<file path="config.mk">
export PLATFORM = sky130hd
export DESIGN_NAME = rc_charge_time_multichannel_adc
export DESIGN_NICKNAME = d
export VERILOG_FILES = /design/src/sv/rcadc_pkg.sv /design/src/sv/rcadc_cell.sv /design/src/sv/rc_charge_time_multichannel_adc.sv
export SDC_FILE = /design/constraint.sdc
export NUM_CORES = 1
export LEC_CHECK = 0
export BUFFER_PORTS_ARGS = -buffer_cell sky130_fd_sc_hd__buf_2
export CORE_MARGIN = 2
export CORE_UTILIZATION = 53
export DETAILED_ROUTE_END_ITERATION = 6
export GPL_ROUTABILITY_DRIVEN = 0
export PLACE_DENSITY = 0.74
export SLEW_MARGIN = 5
export SYNTH_ARGS = -nofsm -noshare
export SYNTH_HDL_FRONTEND = slang
export SYNTH_SLANG_ARGS = --single-unit
</file>
<file path="constraint.sdc">
create_clock -name clk_i -period 4.9 [get_ports clk_i]
set_input_delay 0.735 -clock clk_i [delete_from_list [all_inputs] [get_ports clk_i]]
set_output_delay 0.735 -clock clk_i [all_outputs]
set_load 0.01 [all_outputs]
</file>
<file path="src/sv/rcadc_pkg.sv">
// types and constants shared by the rc charge-time converter
package rcadc_pkg;

  localparam int unsigned PIN_COUNT = 8;
  localparam int unsigned CH_W      = 3;
  localparam int unsigned CNT_W     = 4;
  localparam logic [CNT_W-1:0] CFG_RESET = 4'd8;

  typedef enum logic [1:0] {
    PH_IDLE      = 2'd0,
    PH_DISCHARGE = 2'd1,
    PH_CHARGE    = 2'd2
  } phase_e;

  typedef struct packed {
    logic [PIN_COUNT-1:0] pin_levels;
    logic [31:0]          now_us;
  } in_t;

  typedef struct packed {
    logic            discharge_drive;
    logic            capture_valid;
    logic [CH_W-1:0] channel;
    logic [31:0]     duration;
    logic            cycle_done;
    logic            last;
  } out_t;

  // one result slot travelling down the cell chain
  typedef struct packed {
    logic            vld;
    logic            cap;
    logic [CH_W-1:0] channel;
    logic            last;
  } slot_t;

  typedef struct packed {
    logic load;
    logic adv;
    logic arm;
    logic scan;
    logic clear;
  } cell_ctrl_t;

endpackage

</file>
<file path="src/sv/rcadc_cell.sv">
// one channel cell: pending flag, capture detect and one slot of the result chain
module rcadc_cell #(
  parameter int unsigned CH_IDX = 0
) (
  input  logic                 clk_i,
  input  logic                 rst_ni,
  input  rcadc_pkg::cell_ctrl_t ctrl_i,
  input  logic                 pin_i,
  input  logic                 in_use_i,
  input  logic                 above_hit_i,
  input  rcadc_pkg::slot_t     nb_slot_i,
  output logic                 hit_o,
  output logic                 any_hit_o,
  output logic                 pend_o,
  output rcadc_pkg::slot_t     slot_o
);
  import rcadc_pkg::*;

  logic  pend_q, pend_d;
  slot_t slot_q, slot_d;

  assign hit_o     = ctrl_i.scan & pin_i & pend_q & in_use_i;
  assign any_hit_o = hit_o | above_hit_i;
  assign pend_o    = pend_q;
  assign slot_o    = slot_q;

  always_comb begin
    pend_d = pend_q;
    priority if (ctrl_i.arm) begin
      pend_d = in_use_i;
    end else if (ctrl_i.clear || hit_o) begin
      pend_d = 1'b0;
    end
  end

  always_comb begin
    slot_d = slot_q;
    if (ctrl_i.load) begin
      slot_d = '0;
      if (hit_o) begin
        slot_d.vld     = 1'b1;
        slot_d.cap     = 1'b1;
        slot_d.channel = CH_W'(CH_IDX);
        slot_d.last    = ~above_hit_i;
      end else if ((CH_IDX == 0) && !above_hit_i) begin
        // no capture at all on this tick: a single status result
        slot_d.vld  = 1'b1;
        slot_d.last = 1'b1;
      end
    end else if (ctrl_i.adv) begin
      slot_d = nb_slot_i;
    end
  end

  always_ff @(posedge clk_i or negedge rst_ni) begin
    if (!rst_ni) begin
      pend_q <= 1'b0;
      slot_q <= '0;
    end else begin
      pend_q <= pend_d;
      slot_q <= slot_d;
    end
  end

endmodule

</file>
<file path="src/sv/rc_charge_time_multichannel_adc.sv">
// top level of the multichannel rc charge-time converter
//
//   transfer   direction  handshake                 payload
//   in         in         in_valid_i / in_stall_o   in_data_i  (pin levels, time)
//   out        out        out_valid_o / out_stall_i out_data_o (one result)
//   cfg        in         cfg_valid_i / cfg_ready_o cfg_data_i (channels in use)
//
// a tick is evaluated in the cycle it is taken and loads the cell chain, one
// slot per channel; the chain shifts one slot a cycle into the output register
// unless out_stall_i holds it; a tick's highest capture sets how long it lasts.
// the next tick is taken in the cycle the last slot leaves the chain.
// out_stall_i holds the chain and the output register; nothing is dropped.
// reset: idle phase, nothing pending, channels in use 8.
module rc_charge_time_multichannel_adc #(
  parameter int unsigned MAX_CHANNELS = 8
) (
  input  logic                            clk_i,
  input  logic                            rst_ni,
  input  logic                            in_valid_i,
  output logic                            in_stall_o,
  input  rcadc_pkg::in_t                  in_data_i,
  output logic                            out_valid_o,
  input  logic                            out_stall_i,
  output rcadc_pkg::out_t                 out_data_o,
  input  logic                            cfg_valid_i,
  output logic                            cfg_ready_o,
  input  logic [rcadc_pkg::CNT_W-1:0]     cfg_data_i
);
  import rcadc_pkg::*;

  localparam int unsigned NCELL = (MAX_CHANNELS < PIN_COUNT) ? MAX_CHANNELS : PIN_COUNT;
  localparam logic [CNT_W-1:0] NCELL_N = CNT_W'(NCELL);

  logic [CNT_W-1:0] cfg_q;
  phase_e           phase_q, phase_d;
  logic [31:0]      start_q;
  logic [CNT_W-1:0] meas_q, meas_d;
  logic             drive_q, done_q;
  logic [31:0]      dur_q;
  logic             out_vld_q;
  out_t             out_q;

  logic             acc, load_out, adv, busy, quiet, done_w, arm_w, scan_w;
  logic [CNT_W-1:0] n_raw, n_act, cnt, cnt_new;
  logic [PIN_COUNT-1:0] in_use;
  cell_ctrl_t       ctrl;
  slot_t            slot_w [NCELL+1];
  logic [NCELL:0]   above_w;
  logic [NCELL-1:0] hits, pend, vlds, lasts;

  assign cfg_ready_o = 1'b1;
  assign acc         = in_valid_i & ~in_stall_o;
  // a new tick may load as the last slot of the previous one leaves
  assign in_stall_o  = ((vlds >> 1) != '0) | (vlds[0] & ~load_out);
  assign busy        = |vlds;
  assign load_out    = ~out_vld_q | ~out_stall_i;
  assign adv         = ~slot_w[0].vld | load_out;

  // active channel count, clamped to 1 .. cells
  assign n_raw = (cfg_q == '0) ? CNT_W'(1) : cfg_q;
  assign n_act = (n_raw > NCELL_N) ? NCELL_N : n_raw;

  always_comb begin
    for (int i = 0; i < PIN_COUNT; i++) begin
      in_use[i] = CNT_W'(i) < n_act;
    end
  end

  assign quiet  = (in_data_i.pin_levels & in_use) == '0;
  assign arm_w  = acc && (phase_q == PH_DISCHARGE) && quiet;
  assign scan_w = acc && (phase_q == PH_CHARGE);

  always_comb begin
    cnt = '0;
    for (int i = 0; i < NCELL; i++) begin
      cnt = cnt + CNT_W'(hits[i]);
    end
  end

  assign cnt_new = meas_q + cnt;
  assign done_w  = scan_w && (cnt_new >= n_act);

  // next phase
  always_comb begin
    phase_d = phase_q;
    if (acc) begin
      unique case (phase_q)
        PH_DISCHARGE: if (quiet)  phase_d = PH_CHARGE;
        PH_CHARGE:    if (done_w) phase_d = PH_IDLE;
        default:      phase_d = PH_DISCHARGE;
      endcase
    end
  end

  // cell controls and capture count
  always_comb begin
    ctrl.load  = acc;
    ctrl.adv   = adv;
    ctrl.arm   = arm_w;
    ctrl.scan  = scan_w;
    ctrl.clear = done_w;
    meas_d     = meas_q;
    if (arm_w) begin
      meas_d = '0;
    end else if (scan_w) begin
      meas_d = done_w ? '0 : cnt_new;
    end
  end

  assign slot_w[NCELL]  = '0;
  assign above_w[NCELL] = 1'b0;

  for (genvar g = 0; g < NCELL; g++) begin : g_cell
    rcadc_cell #(
      .CH_IDX(g)
    ) u_cell (
      .clk_i      (clk_i),
      .rst_ni     (rst_ni),
      .ctrl_i     (ctrl),
      .pin_i      (in_data_i.pin_levels[g]),
      .in_use_i   (in_use[g]),
      .above_hit_i(above_w[g+1]),
      .nb_slot_i  (slot_w[g+1]),
      .hit_o      (hits[g]),
      .any_hit_o  (above_w[g]),
      .pend_o     (pend[g]),
      .slot_o     (slot_w[g])
    );
    assign vlds[g]  = slot_w[g].vld;
    assign lasts[g] = slot_w[g].vld & slot_w[g].last;
  end

  always_ff @(posedge clk_i or negedge rst_ni) begin
    if (!rst_ni) begin
      cfg_q     <= CFG_RESET;
      phase_q   <= PH_IDLE;
      start_q   <= '0;
      meas_q    <= '0;
      out_vld_q <= 1'b0;
    end else begin
      if (cfg_valid_i) begin
        cfg_q <= cfg_data_i;
      end
      phase_q <= phase_d;
      meas_q  <= meas_d;
      if (arm_w) begin
        start_q <= in_data_i.now_us;
      end
      if (load_out) begin
        out_vld_q <= slot_w[0].vld;
      end
    end
  end

  // per-tick fields shared by all results of the tick, and the output result register
  always_ff @(posedge clk_i) begin
    if (acc) begin
      drive_q <= phase_d == PH_DISCHARGE;
      done_q  <= done_w;
      dur_q   <= in_data_i.now_us - start_q;
    end
    if (load_out && slot_w[0].vld) begin
      out_q.discharge_drive <= drive_q;
      out_q.capture_valid   <= slot_w[0].cap;
      out_q.channel         <= slot_w[0].channel;
      out_q.duration        <= slot_w[0].cap ? dur_q : '0;
      out_q.cycle_done      <= done_q;
      out_q.last            <= slot_w[0].last;
    end
  end

  assign out_valid_o = out_vld_q;
  assign out_data_o  = out_q;

`ifndef NO_ASSERTIONS
  a_load_fills: assert property (@(posedge clk_i) disable iff (!rst_ni)
    acc |=> busy)
    else $error("accepted tick left the cell chain empty");

  a_one_last: assert property (@(posedge clk_i) disable iff (!rst_ni)
    $onehot0(lasts))
    else $error("more than one final result in the cell chain");

  a_pend_idle: assert property (@(posedge clk_i) disable iff (!rst_ni)
    (phase_q != PH_CHARGE) |-> (pend == '0))
    else $error("channel pending outside the charge phase");

  a_status_clean: assert property (@(posedge clk_i) disable iff (!rst_ni)
    (out_vld_q && !out_q.capture_valid) |-> (out_q.duration == '0 && out_q.last))
    else $error("status result carries capture data");
`endif

endmodule

</file>
==> Word-level counts from Yosys, hierarchy flattened <==
Index checks and enable logic that the tools add are counted.
{ "word_totals": {"regBits": 172, "latchBits": 0, "ram_bits": 0, "rom_bits": 0, "in_bits": 49, "elab_cells": 202, "mem_count": 0} }
{ "op_classes": {"add_sub_neg": 9, "mul": 0, "div": 0, "n_lt_le_gt_ge": 10, "eq_ne": 3, "n_shift": 0, "muxes": 52, "bitwise_logic": 48, "n_reduce_logical": 26} }
{ "ops": {"columns": ["op", "n"], "rows": [
  ["6-bit two-way mux", 23],
  ["32-bit subtractor", 1],
  ["1-bit bitwise AND", 26],
  ["4-bit two-way mux", 6],
  ["2-bit nonzero test", 10],
  ["1-bit two-way mux", 19],
  ["4-bit by 1-bit adder with 4-bit output", 4],
  ["3-bit by 4-bit < comparator with 1-bit output, first input constant", 4],
  ["1-bit inverter", 12],
  ["1-bit bitwise OR", 9],
  ["8-bit bitwise AND", 1],
  ["8-bit logical NOT", 1],
  ["1-bit logical OR", 8],
  ["1-bit by 4-bit < comparator with 1-bit output, first input constant", 2],
  ["2-bit by 4-bit < comparator with 1-bit output, first input constant", 2],
  ["8-bit nonzero test", 1],
  ["2-bit two-way mux", 3],
  ["1-bit logical AND", 5],
  ["3-bit by 1-bit adder with 4-bit output", 1],
  ["4-bit adder", 1],
  ["2-bit by 1-bit equality test with 1-bit output, second input constant", 2],
  ["4-bit greater-or-equal comparator", 1],
  ["4-bit > comparator, second input constant", 1],
  ["4-bit logical NOT", 1],
  ["other kinds (4)", 4]
]} }

==> Longest topological paths before layout <==
Gate-level depths: netlist of run 1.
{ "depth": {"depth_word": 25, "ltp_mapped": 24, "mapped_depth_nobuf": 23} }

==> By module <==
From an unflattened synthesis of run 1, not the netlist that was laid out.
{ "unflattened": {"cells_unflattened": 773, "hier_area_um2": 8954.8} }
{ "by_module_without_submodules": {"columns": ["module", "instances", "cells_each", "area_per_inst_um2"], "rows": [
  ["rc_charge_time_multichannel_adc", 1, 557, 6148.4],
  ["rcadc_cell at g_cell[1].u_cell ...", 3, 27, 354.1],
  ["rcadc_cell at g_cell[3].u_cell ...", 3, 27, 351.6],
  ["rcadc_cell at g_cell[7].u_cell", 1, 27, 357.8],
  ["rcadc_cell at g_cell[0].u_cell", 1, 27, 331.6]
]} }

==> Worst setup path before layout of run 1 <==
Ideal clock, no wire load.
{ "synth_path": {"path_type": "input-to-reg", "start": "in out_stall_i", "end": "reg drive_q, data pin", "arrival_time_ns": 5.376, "t_required_ns": 4.641, "setup_slack_ns": -0.735, "cell_stages": 23, "path_buffers": 1, "cell_sequence": "and3_1 -> nor2_1 -> and3_1 -> and3_1 -> clkbuf_1 -> nand3_1 -> inv_1 -> fa_1 -> inv_1 -> fa_1 -> fa_1 -> fa_1 -> fa_1 -> inv_1 -> ha_1 -> a21o_1 -> a21o_1 -> a21oi_1 -> nand2_1 -> a21oi_1 -> nor2_1 -> o22ai_1 -> nor2b_1"} }
{ "synth_between": {"elab_chain_len": 25} }
{ "synth_rtl": {"columns": ["element", "line_no", "text"], "rows": [
  ["from (decl)", "rc_charge_time_multichannel_adc.sv:23", "input logic out_stall_i,"],
  ["1-bit inverter (*)", "rc_charge_time_multichannel_adc.sv:56", "assign load_out = ~out_vld_q | ~out_stall_i;"],
  ["1-bit bitwise OR (*)", "rc_charge_time_multichannel_adc.sv:56", null],
  ["1-bit inverter (*)", "rc_charge_time_multichannel_adc.sv:54", "assign in_stall_o = ((vlds >> 1) != '0) | (vlds[0] & ~load_out);"],
  ["1-bit bitwise AND (*)", "rc_charge_time_multichannel_adc.sv:54", null],
  ["1-bit bitwise OR (*)", "rc_charge_time_multichannel_adc.sv:54", null],
  ["1-bit inverter (*)", "rc_charge_time_multichannel_adc.sv:52", "assign acc = in_valid_i & ~in_stall_o;"],
  ["1-bit bitwise AND (*)", "rc_charge_time_multichannel_adc.sv:52", null],
  ["1-bit logical AND", "rc_charge_time_multichannel_adc.sv:71", "assign scan_w = acc && (phase_q == PH_CHARGE);"],
  ["[10 not listed]", null, null],
  ["4-bit adder", "rc_charge_time_multichannel_adc.sv:80", "assign cnt_new = meas_q + cnt;"],
  ["4-bit greater-or-equal comparator", "rc_charge_time_multichannel_adc.sv:81", "assign done_w = scan_w && (cnt_new >= n_act);"],
  ["1-bit logical AND", "rc_charge_time_multichannel_adc.sv:81", null],
  ["2-bit two-way mux", "rc_charge_time_multichannel_adc.sv:89", "PH_CHARGE: if (done_w) phase_d = PH_IDLE;"],
  ["2-bit case mux with 2 select lines", "rc_charge_time_multichannel_adc.sv:87", "unique case (phase_q)"],
  ["2-bit two-way mux (*)", "rc_charge_time_multichannel_adc.sv:86", "if (acc) begin"],
  ["net phase_d[1]", "rc_charge_time_multichannel_adc.sv:35", "phase_e phase_q, phase_d;"],
  ["2-bit by 1-bit equality test with 1-bit output (*)", "rc_charge_time_multichannel_adc.sv:158", "drive_q <= phase_d == PH_DISCHARGE;"],
  ["to (signal assigned)", "rc_charge_time_multichannel_adc.sv:158", null],
  ["to (decl)", "rc_charge_time_multichannel_adc.sv:38", "logic drive_q, done_q;"]
]} }
The timed path passes the listed nets; every way through them passes the cells marked *.
A chain may end at the register's enable or synchronous reset.

==> results.py, run 1 <==
metrics = {
    "global_route": {
        "grt_overflow": 0,
        "grt_max_degree": 85,
        "grt_pass1_vias": 6110,
        "antenna_found_initial": 0,
        "grt_usage": 0.2280,
        "grt_pass1_wl_um": 28820,
    },
    "place": {
        "place_ws_ns": -0.7185,
        "dp_hpwl_um": 11920,
        "dpl_cell_area_um2": 8791,
        "port_buffers": 89,
    },
    "synth": {
        "yosys-top-cells-count": "nand2_1 (106), dfrtp_1 (83), edfxtp_1 (73)",
        "synth_most_common_cell": "nand2_1",
        "synth_async_sr_flop_share": 0.5350,
        "synth_top_cell_by_area": "edfxtp_1",
        "seq_area_frac_synth": 0.5461,
        "synth_flop_cell": "dfrtp_1",
        "yosys_register_bits": 157,
        "synth_fp_nets": 848,
        "synth_top_area_frac": 0.2787,
        "synth_edf_count": 73,
        "yosys_warnings": 0,
        "ys_types": 65,
        "syn-cell-area_um2": 7865,
        "netlist_instances": 751,
        "synthTopCellsByArea": "edfxtp_1 (28%), dfrtp_1 (26%), ha_1 (6.7%)",
        "synth.avg_cell_area_um2": 10.47,
    },
    "sta": {
        "whs_ns": 0.4261,
        "rsz0062_at_grt": "true",
        "setup_ws_ns": -0.2859,
        "hold_viol": 0,
        "max_freq_mhz": 192.8,
        "period_share": 1.058,
        "fin_skew_ns": 0.007268,
        "setup_viol": 14,
        "min_period_ns": 5.186,
        "finalMaxSlewViolations": 0,
        "tightest_slew_ns": 1.113,
        "max_slew_margin": 0.2580,
    },
    "clock_network": {
        "clkTransAtPathRegs_ns": 0.06,
        "h-tree-depth": 4,
        "clock-sinks": 157,
        "clock_path_buffers": 2,
        "clock_latency_ns": 0.43,
        "cts_root_buf": "clkbuf_16",
        "cts_buffers": 17,
        "cts_tree": "built",
    },
    "route": {
        "routedWlPerCell_um": 16.20,
        "drtAntennaViolNets": 0,
        "drc_errors": 0,
        "vias_per_cell": 5.531,
        "dr.pass1.iters": 5,
        "num_vias": 5979,
        "drt_iter0_drc": 599,
        "totalWireLength_um": 17510,
    },
    "worst_hold_path": {
        "min-delay-start": "drive_q",
        "hold_depth": 0,
        "min_to": "out_data_o[38]",
        "hp-class": "reg -> reg",
    },
    "setup_path": {
        "crit_fanout": 4,
        "required_ns": 5.19,
        "startpoint_type": "flip-flop",
        "reg2reg_to": "drive_q",
        "worst-r2r-setup-slack_ns": -0.29,
        "cpMostUsedCell": "fa_1",
        "end_kind": "flip-flop",
        "path_delay_family": "adder cells",
        "reg2reg_depth": 20,
        "crit_type": "reg -> reg",
        "cpPeakStageDelay_ns": 0.50,
        "timing.rr.start": "g_cell[5].u_cell.slot_o[3]",
        "crit_slowest_cell": "fa_1",
        "path_cells": "nor4_4 > and3_4 > and3_4 > and3_4 > fa_1 > inv_1 > fa_1 > fa_1 > fa_2 > fa_1 > inv_2 > ha_4 > a21o_1 > a21o_1 > a21oi_2 > nand2_2 > buf_6 > o211ai_1 > a22o_1 > nor2b_1",
        "critPathArrivalTime_ns": 5.48,
        "critPathBufInv": 3,
    },
    "floorplan": {
        "std_cell_rows": 44,
        "initial_core_util": 0.5412,
        "fp.dieW_um": 125.8,
        "io_pins": 91,
        "die_y_um": 125.8,
        "coreArea_um2": 14530,
        "dieArea_um2": 15830,
    },
    "cells_and_area": {
        "fin_util": 0.6621,
        "antenna_cells": 0,
        "drive_above_1_share": 0.2430,
        "area.growth.synth_to_final_pct": 22.35,
        "fin_area_um2": 9623,
        "fin_nets": 981,
    },
    "power": {
        "power.density_nw_per_um2": 508.5,
        "leakagePower_nw": 4.452,
        "total_power_mw": 4.893,
        "peakVddDrop_mv": 0.3438,
    },
    "job": {
        "cap_violations": 0,
    },
    "outcome": {
        "status": "finished, violations left",
        "violations": "setup timing",
    },
}
[metrics by stage]
stage / instances / TNS [ns]
global route: 1081 / -4.596
detailed placement: 1041 / -7.785
global placement: 1041 / -6.132
CTS: 1077 / -2.504
floorplan: 751 / -2.785
finish: 1081 / -1.719
[cell type report]
type | instances | area, um2
Fill cell | 1093 | 4911
Timing Repair Buffer | 139 | 834.6
Multi-Input combinational cell | 515 | 3438
Clock inverter | 14 | 192.7
Inverter | 54 | 202.7
Clock buffer | 18 | 429.2
Sequential cell | 157 | 4295
Tap cell | 184 | 230.2
[worst max path at each step]
stage                                     from      end  slack [ns]  cells past startpoint
global placement                   out_stall_i  drive_q       -0.59                     22
floorplan                          out_stall_i  drive_q       -0.47                     22
detailed placement                 out_stall_i  drive_q       -0.72                     22
global route        g_cell[5].u_cell.slot_o[3]  drive_q       -0.50                     20
CTS                 g_cell[5].u_cell.slot_o[3]  drive_q       -0.35                     20
finish              g_cell[5].u_cell.slot_o[3]  drive_q       -0.29                     20
[report_power, final]
part / internal [mW] / switching, mW / leakage (nW)
Sequential: 1.85 / 0.161 / 1.68
Clock: 0.852 / 0.539 / 0.298
Combinational: 0.637 / 0.857 / 2.47
[metal layers]
metal	wire [um]	part of all wire	up-vias	GRT usage
met5	0	0	-	0
met4	591	0.034	0	0.1086
met3	1006	0.057	44	0.04885
met2	8763	0.50	217	0.3870
met1	7148	0.41	2820	0.2792
li1	-	-	2898	-
[sequential cells by signal, indices dropped and copies added (netlist names), 2 cells and up]
signal and flops:
cfg_q 4, dur_q 32, g_cell.u_cell.pend_o 8, g_cell.u_cell.slot_o 33, meas_q 4, out_data_o 39
phase_q 2, start_q 32
[cell families (layout without fill, tap and decap cells)]
family                     Yosys count  count (layout)  synth area share
DFF                                157             157            0.5461
buffers and inverters               79             225           0.03961
xor gates and xnor gates            27              27           0.03007
muxes                                5               5          0.007158
and+or+nand+nor                    247             247            0.1484
adders and majority gates           49              49           0.08336
AOI/OAI and AO/OA                  186             186            0.1448
other                                1               1         0.0004768
[worst reg2reg max path, cell delays in order (launching register included)]
cell	delay (ns)
dfrtp_1	0.41
nor4_4	0.30
and3_4	0.22
and3_4	0.21
and3_4	0.20
fa_1	0.41
inv_1	0.08
fa_1	0.44
fa_1	0.46
fa_2	0.36
fa_1	0.50
inv_2	0.05
ha_4	0.20
a21o_1	0.15
a21o_1	0.20
a21oi_2	0.18
nand2_2	0.11
buf_6	0.13
o211ai_1	0.10
a22o_1	0.20
nor2b_1	0.13
[layout by cell type, fill, tap and decap left out, types with 7 or more instances in the layout]
| cell | n |
|---|---|
| clkbuf_16 | 17 |
| nor2b_1 | 8 |
| o21a_1 | 7 |
| inv_1 | 50 |
| buf_4 | 48 |
| buf_2 | 88 |
| edfxtp_1 | 73 |
| a21oi_1 | 39 |
| dfrtp_1 | 83 |
| xor2_1 | 8 |
| a21o_1 | 17 |
| nand2_1 | 105 |
| ha_1 | 41 |
| nor3_1 | 8 |
| and2_1 | 35 |
| nor2_1 | 38 |
| nand3_1 | 14 |
| o21ai_0 | 65 |
| xnor2_1 | 18 |
[what timing repair did]
action,CTS,global route
setup endpoints to repair,16,16
buffers inserted,10,5
hold buffers,0,0
pin swaps,13,11
gates resized for setup,17,15
(Power assumes the default switching activity.)
==> run 2, diff against run 1 <==
--- a/config.mk
+++ b/config.mk
@@ -5,6 +5,7 @@
 export SDC_FILE = /design/constraint.sdc
 export NUM_CORES = 1
 export LEC_CHECK = 0
+export ABC_AREA = 1
 export BUFFER_PORTS_ARGS = -buffer_cell sky130_fd_sc_hd__buf_2
 export CORE_MARGIN = 2
 export CORE_UTILIZATION = 53
==> results.py, run 2 <==
metrics = {
    "clock_network": {
        "clock_path_buffers": 2,
        "h-tree-depth": 4,
        "clkTransAtPathRegs_ns": 0.07,
        "cts_tree": "built",
        "clock_latency_ns": 0.43,
        "cts_root_buf": "clkbuf_16",
        "cts_buffers": 17,
        "clock-sinks": 157,
    },
    "global_route": {
        "grt_pass1_vias": 5925,
        "grt_usage": 0.2285,
        "grt_max_degree": 71,
        "grt_overflow": 0,
        "antenna_found_initial": 0,
        "grt_pass1_wl_um": 29440,
    },
    "sta": {
        "whs_ns": 0.2697,
        "tightest_slew_ns": 1.052,
        "period_share": 0.9920,
        "setup_viol": 0,
        "finalMaxSlewViolations": 0,
        "setup_ws_ns": 0.03925,
        "rsz0062_at_grt": "true",
        "fin_skew_ns": 0.006892,
        "hold_viol": 0,
        "final.setup.tns_ns": 0,
        "max_slew_margin": 0.2988,
        "max_freq_mhz": 205.7,
        "min_period_ns": 4.861,
    },
    "synth": {
        "ys_types": 44,
        "synth.avg_cell_area_um2": 8.970,
        "yosys_warnings": 0,
        "syn-cell-area_um2": 8315,
        "synth_fp_nets": 1024,
        "yosys_register_bits": 157,
        "synth_flop_cell": "dfrtp_1",
        "synthTopCellsByArea": "edfxtp_1 (26%), dfrtp_1 (25%), nand2_1 (9.2%)",
        "yosys-top-cells-count": "nand2_1 (203), inv_1 (154), dfrtp_1 (83)",
        "synth_async_sr_flop_share": 0.5350,
        "seq_area_frac_synth": 0.5166,
        "synth_top_area_frac": 0.2636,
        "synth_top_cell_by_area": "edfxtp_1",
        "synth_edf_count": 73,
        "netlist_instances": 927,
        "synth_most_common_cell": "nand2_1",
    },
    "job": {
        "cap_violations": 0,
    },
    "setup_path": {
        "required_ns": 5.09,
        "end_kind": "flip-flop",
        "critPathArrivalTime_ns": 5.05,
        "crit_fanout": 4,
        "crit_type": "reg -> reg",
        "timing.rr.start": "g_cell[1].u_cell.slot_o[4]",
        "startpoint": "g_cell[1].u_cell.slot_o[4]",
        "startpoint_type": "flip-flop",
    },
    "cells_and_area": {
        "area.growth.synth_to_final_pct": 17.47,
        "antenna_cells": 0,
        "largest_reg_flops": 39,
        "layout.cells.non_filler": 1265,
        "final_common_cell": "nand2_1",
        "drive_above_1_share": 0.1698,
        "layout_common_cells": "nand2_1 (202), inv_1 (149), buf_2 (88), dfrtp_1 (83), edfxtp_1 (73)",
        "fin_area_um2": 9768,
        "fin_util": 0.6402,
        "fin_nets": 1138,
    },
    "route": {
        "dr.pass1.iters": 6,
        "routedWlPerCell_um": 14.33,
        "drtAntennaViolNets": 0,
        "vias_per_cell": 5.103,
        "drc_errors": 0,
        "totalWireLength_um": 18130,
        "drt_iter0_drc": 580,
        "num_vias": 6455,
    },
    "floorplan": {
        "dieArea_um2": 16710,
        "die_y_um": 129.3,
        "std_cell_rows": 45,
        "fp.dieW_um": 129.3,
        "io_pins": 91,
        "initial_core_util": 0.5450,
        "coreArea_um2": 15260,
    },
    "place": {
        "dpl_cell_area_um2": 9082,
        "port_buffers": 89,
        "place_ws_ns": -0.3529,
        "place_inst": 1225,
        "dp_hpwl_um": 13140,
    },
    "power": {
        "leakagePower_nw": 4.867,
        "power.density_nw_per_um2": 478.3,
        "peakVddDrop_mv": 0.2933,
        "total_power_mw": 4.673,
    },
    "outcome": {
        "status": "finished, final reports clean",
    },
    "worst_hold_path": {
        "hp-class": "in -> async",
    },
}
run 2: changes by cell type after synthesis, sizes merged, moves of 12 or more:
cell,delta
a21oi,+17
and2,-35
clkbuf,-12
inv,+104
nand2,+101
nand3,+24
nor2,+32
xor2,+12
run 2: layout make-up:
type                            instances  area [um2]
Fill cell                            1285        5490
Sequential cell                       157        4295
Multi-Input combinational cell        592        3383
Timing Repair Buffer                  115       643.1
Inverter                              158       595.6
Clock buffer                           17       425.4
Tap cell                              211       264.0
Clock inverter                         15       161.4
run 2: where the power goes:
| group | switching [mW] | internal, mW | leakage, nW | total [mW] |
|---|---|---|---|---|
| logic | 0.892 | 0.485 | 2.92 | 1.38 |
| registers | 0.154 | 1.83 | 1.67 | 1.98 |
| clock network | 0.559 | 0.757 | 0.279 | 1.32 |
| total | 1.60 | 3.07 | 4.87 | 4.67 |
run 2: cell families after synthesis:
kind of cell	synth area share
XOR/XNOR	0.03055
adder cells (fa/ha/maj)	0.07764
AO/OA/AOI/OAI	0.1178
flip-flops	0.5166
other	0.0004510
buffers and inverters	0.08471
AND/OR/NAND/NOR	0.1723
run 2: worst paths after layout:
check                                             end  slack (ns)  depth (start not counted)
setup / recovery                              drive_q        0.04                         24
hold / removal                               cfg_q[0]        0.27                          1
setup reg to reg                              drive_q        0.04                         24
hold reg to reg                         out_data_o[1]        0.43                          0
max in group asynchronous  g_cell[2].u_cell.slot_o[1]        3.60                          2
min in group clk_i                      out_data_o[1]        0.43                          0
run 2: timing repair:
| item | in CTS | in global routing |
|---|---|---|
| endpoints found under the setup margin | 0 | 15 |
| hold buffers | 0 | 0 |
| buffers inserted | 0 | 8 |
| resized for setup | 0 | 12 |
run 2: routing by layer:
metal / up-vias / global-route usage / wire length, um / share of wire
li1: 3251 / - / - / -
met1: 2966 / 0.3522 / 9022 / 0.50
met2: 213 / 0.3223 / 7638 / 0.42
met3: 25 / 0.04542 / 1118 / 0.062
met4: 0 / 0.08056 / 353 / 0.019
met5: - / 0 / 0 / 0
run 2: critical path: stages, from the launching register on:
cell and delay [ns]:
dfrtp_1 0.40, nor2_1 0.13, nand2_1 0.10, nor2_4 0.12
nand3_4 0.09, nor2_4 0.12, nand4_1 0.13, inv_2 0.10
fa_1 0.44, inv_2 0.07, fa_1 0.41, fa_1 0.47
fa_2 0.38, fa_2 0.55, inv_2 0.05, ha_4 0.26
inv_2 0.02, nor2_1 0.08, o21ai_1 0.08, nand4_1 0.12
nand2_1 0.10, o21ai_1 0.19, nand2_1 0.09, nand2_1 0.06
inv_1 0.04
==> run 3, diff against run 2 <==
--- a/config.mk
+++ b/config.mk
@@ -8,10 +8,10 @@
 export ABC_AREA = 1
 export BUFFER_PORTS_ARGS = -buffer_cell sky130_fd_sc_hd__buf_2
 export CORE_MARGIN = 2
-export CORE_UTILIZATION = 53
+export CORE_UTILIZATION = 58
 export DETAILED_ROUTE_END_ITERATION = 6
 export GPL_ROUTABILITY_DRIVEN = 0
-export PLACE_DENSITY = 0.74
+export PLACE_DENSITY = 0.77
 export SLEW_MARGIN = 5
 export SYNTH_ARGS = -nofsm -noshare
 export SYNTH_HDL_FRONTEND = slang
==> constraint.sdc (replaced) <==
create_clock -name clk_i -period 5.7 [get_ports clk_i]
set_input_delay 0.855 -clock clk_i [delete_from_list [all_inputs] [get_ports clk_i]]
set_output_delay 0.855 -clock clk_i [all_outputs]
set_load 0.01 [all_outputs]
==> results.py, run 3 (synthesis gave the netlist of run 2 again) <==
metrics = {
    "outcome": {
        "status": "finished, final reports clean",
    },
    "place": {
        "place_ws_ns": 0.1174,
        "place_inst": 1183,
        "port_buffers": 89,
        "dp_hpwl_um": 13070,
    },
    "sta": {
        "hold_viol": 0,
        "whs_ns": 0.4559,
        "fin_skew_ns": 0.009003,
        "max_slew_margin": 0.2706,
        "finalMaxSlewViolations": 0,
        "rsz0062_at_grt": "false",
        "tightest_slew_ns": 1.094,
        "setup_ws_ns": 0.4834,
        "min_period_ns": 5.217,
        "final.setup.tns_ns": 0,
        "period_share": 0.9152,
        "setup_viol": 0,
        "max_freq_mhz": 191.7,
    },
    "clock_network": {
        "hold_buffers": 0,
        "cts_buffers": 17,
        "h-tree-depth": 4,
        "clock-sinks": 157,
        "clkTransAtPathRegs_ns": 0.06,
        "postCtsSetupRepairBufs": 0,
        "cts.repair.resized": 0,
        "clock_path_buffers": 2,
        "clock_latency_ns": 0.43,
        "cts_root_buf": "clkbuf_16",
        "cts_tree": "built",
    },
    "floorplan": {
        "io_pins": 91,
        "std_cell_rows": 43,
        "coreArea_um2": 13930,
        "die_y_um": 123.7,
        "fp.dieW_um": 123.7,
        "initial_core_util": 0.5967,
        "dieArea_um2": 15310,
    },
    "cells_and_area": {
        "drive_above_1_share": 0.1401,
        "layout.cells.non_filler": 1215,
        "layout_common_cells": "nand2_1 (203), inv_1 (154), buf_2 (88), dfrtp_1 (83), edfxtp_1 (73)",
        "area.growth.synth_to_final_pct": 14.58,
        "fin_util": 0.6838,
        "largest_reg_flops": 39,
        "antenna_cells": 0,
        "fin_nets": 1119,
        "final_common_cell": "nand2_1",
    },
    "power": {
        "power.density_nw_per_um2": 419.1,
        "peakVddDrop_mv": 0.2478,
        "leakagePower_nw": 4.767,
    },
    "setup_path": {
        "reg2reg_depth": 24,
        "crit_type": "in -> reg",
        "crit_fanout": 6,
        "startpoint_type": "input port",
        "timing.rr.start": "g_cell[1].u_cell.slot_o[4]",
        "reg2reg_to": "g_cell[2].u_cell.pend_o",
        "end_kind": "flip-flop",
        "worst-r2r-setup-slack_ns": 0.60,
        "required_ns": 6.07,
        "critPathArrivalTime_ns": 5.58,
    },
    "worst_hold_path": {
        "hp-class": "reg -> reg",
        "min_to": "out_data_o[34]",
        "hold_depth": 0,
        "min-delay-start": "g_cell[0].u_cell.slot_o[1]",
    },
    "route": {
        "dr.pass1.iters": 7,
        "drt_iter0_drc": 513,
        "drc_errors": 0,
        "totalWireLength_um": 17920,
        "routedWlPerCell_um": 14.75,
        "vias_per_cell": 5.285,
        "num_vias": 6421,
        "drtAntennaViolNets": 0,
    },
    "global_route": {
        "grt_pass1_vias": 5880,
        "grt_max_degree": 85,
        "antenna_found_initial": 0,
        "grt_overflow": 0,
        "grt_usage": 0.2517,
        "grt_pass1_wl_um": 29250,
    },
    "job": {
        "cap_violations": 0,
    },
}
## run 3: cell types whose count changed in the layout (fill, tap and decap cells not counted), sizes merged
cell,change
buf,-19
clkinv,+1
inv,-4
clkbuf,+3
## run 3: how the worst max path moves through the flow
| stage | endpoint | from | cells after the start |
|---|---|---|---|
| after global routing | drive_q | out_stall_i | 24 |
| after CTS | g_cell[2].u_cell.pend_o | out_stall_i | 25 |
| after global placement | drive_q | out_stall_i | 24 |
| after floorplan | drive_q | out_stall_i | 24 |
| after detailed placement | g_cell[3].u_cell.pend_o | out_stall_i | 25 |
| final | g_cell[2].u_cell.pend_o | out_stall_i | 25 |
## run 3: metal layers
layer  GRT usage  share of wire  routed length, um  vias up
met3     0.04762          0.062               1109       32
li1            -              -                  -     3206
met1      0.3811           0.48               8658     2979
met2      0.3647           0.43               7795      204
met5           0              0                  0        -
met4     0.08736          0.020                362        0
## run 3: area by class of cell
cell class                      instances  area (um2)
Multi-Input combinational cell        592        3327
Tap cell                              180       225.2
Clock buffer                           20       466.7
Inverter                              158       595.6
Timing Repair Buffer                   96       500.5
Sequential cell                       157        4295
Fill cell                            1137        4407
Clock inverter                         12       117.6
## run 3: worst max-delay path: stages
cell     delay, ns
buf_2         0.13
nand2_2       0.12
nor2_8        0.05
nor2_4        0.14
nand3_4       0.09
nor2_2        0.15
nand4_1       0.13
inv_1         0.15
fa_1          0.45
inv_1         0.08
fa_1          0.42
fa_1          0.48
fa_1          0.43
fa_1          0.49
inv_1         0.05
ha_1          0.29
inv_1         0.07
nor2_1        0.04
o21ai_0       0.21
nand3_1       0.13
nand2_1       0.10
inv_1         0.08
nor2_2        0.24
nand3_1       0.13
nand2_1       0.09
## run 3: power breakdown
part / leakage (nW) / switching [mW] / internal [mW]
registers: 1.67 / 0.134 / 1.57
logic: 2.82 / 0.760 / 0.405
clock network: 0.281 / 0.452 / 0.673
## run 3: per-stage QoR
| step | power, mW | instance area, um2 |
|---|---|---|
| after floorplan | 2.494 | 8315 |
| after global placement | 2.835 | 8944 |
| after detailed placement | 2.879 | 8944 |
| after CTS | 4.005 | 9528 |
| after global routing | 4.245 | 9528 |
| final | 3.994 | 9528 |
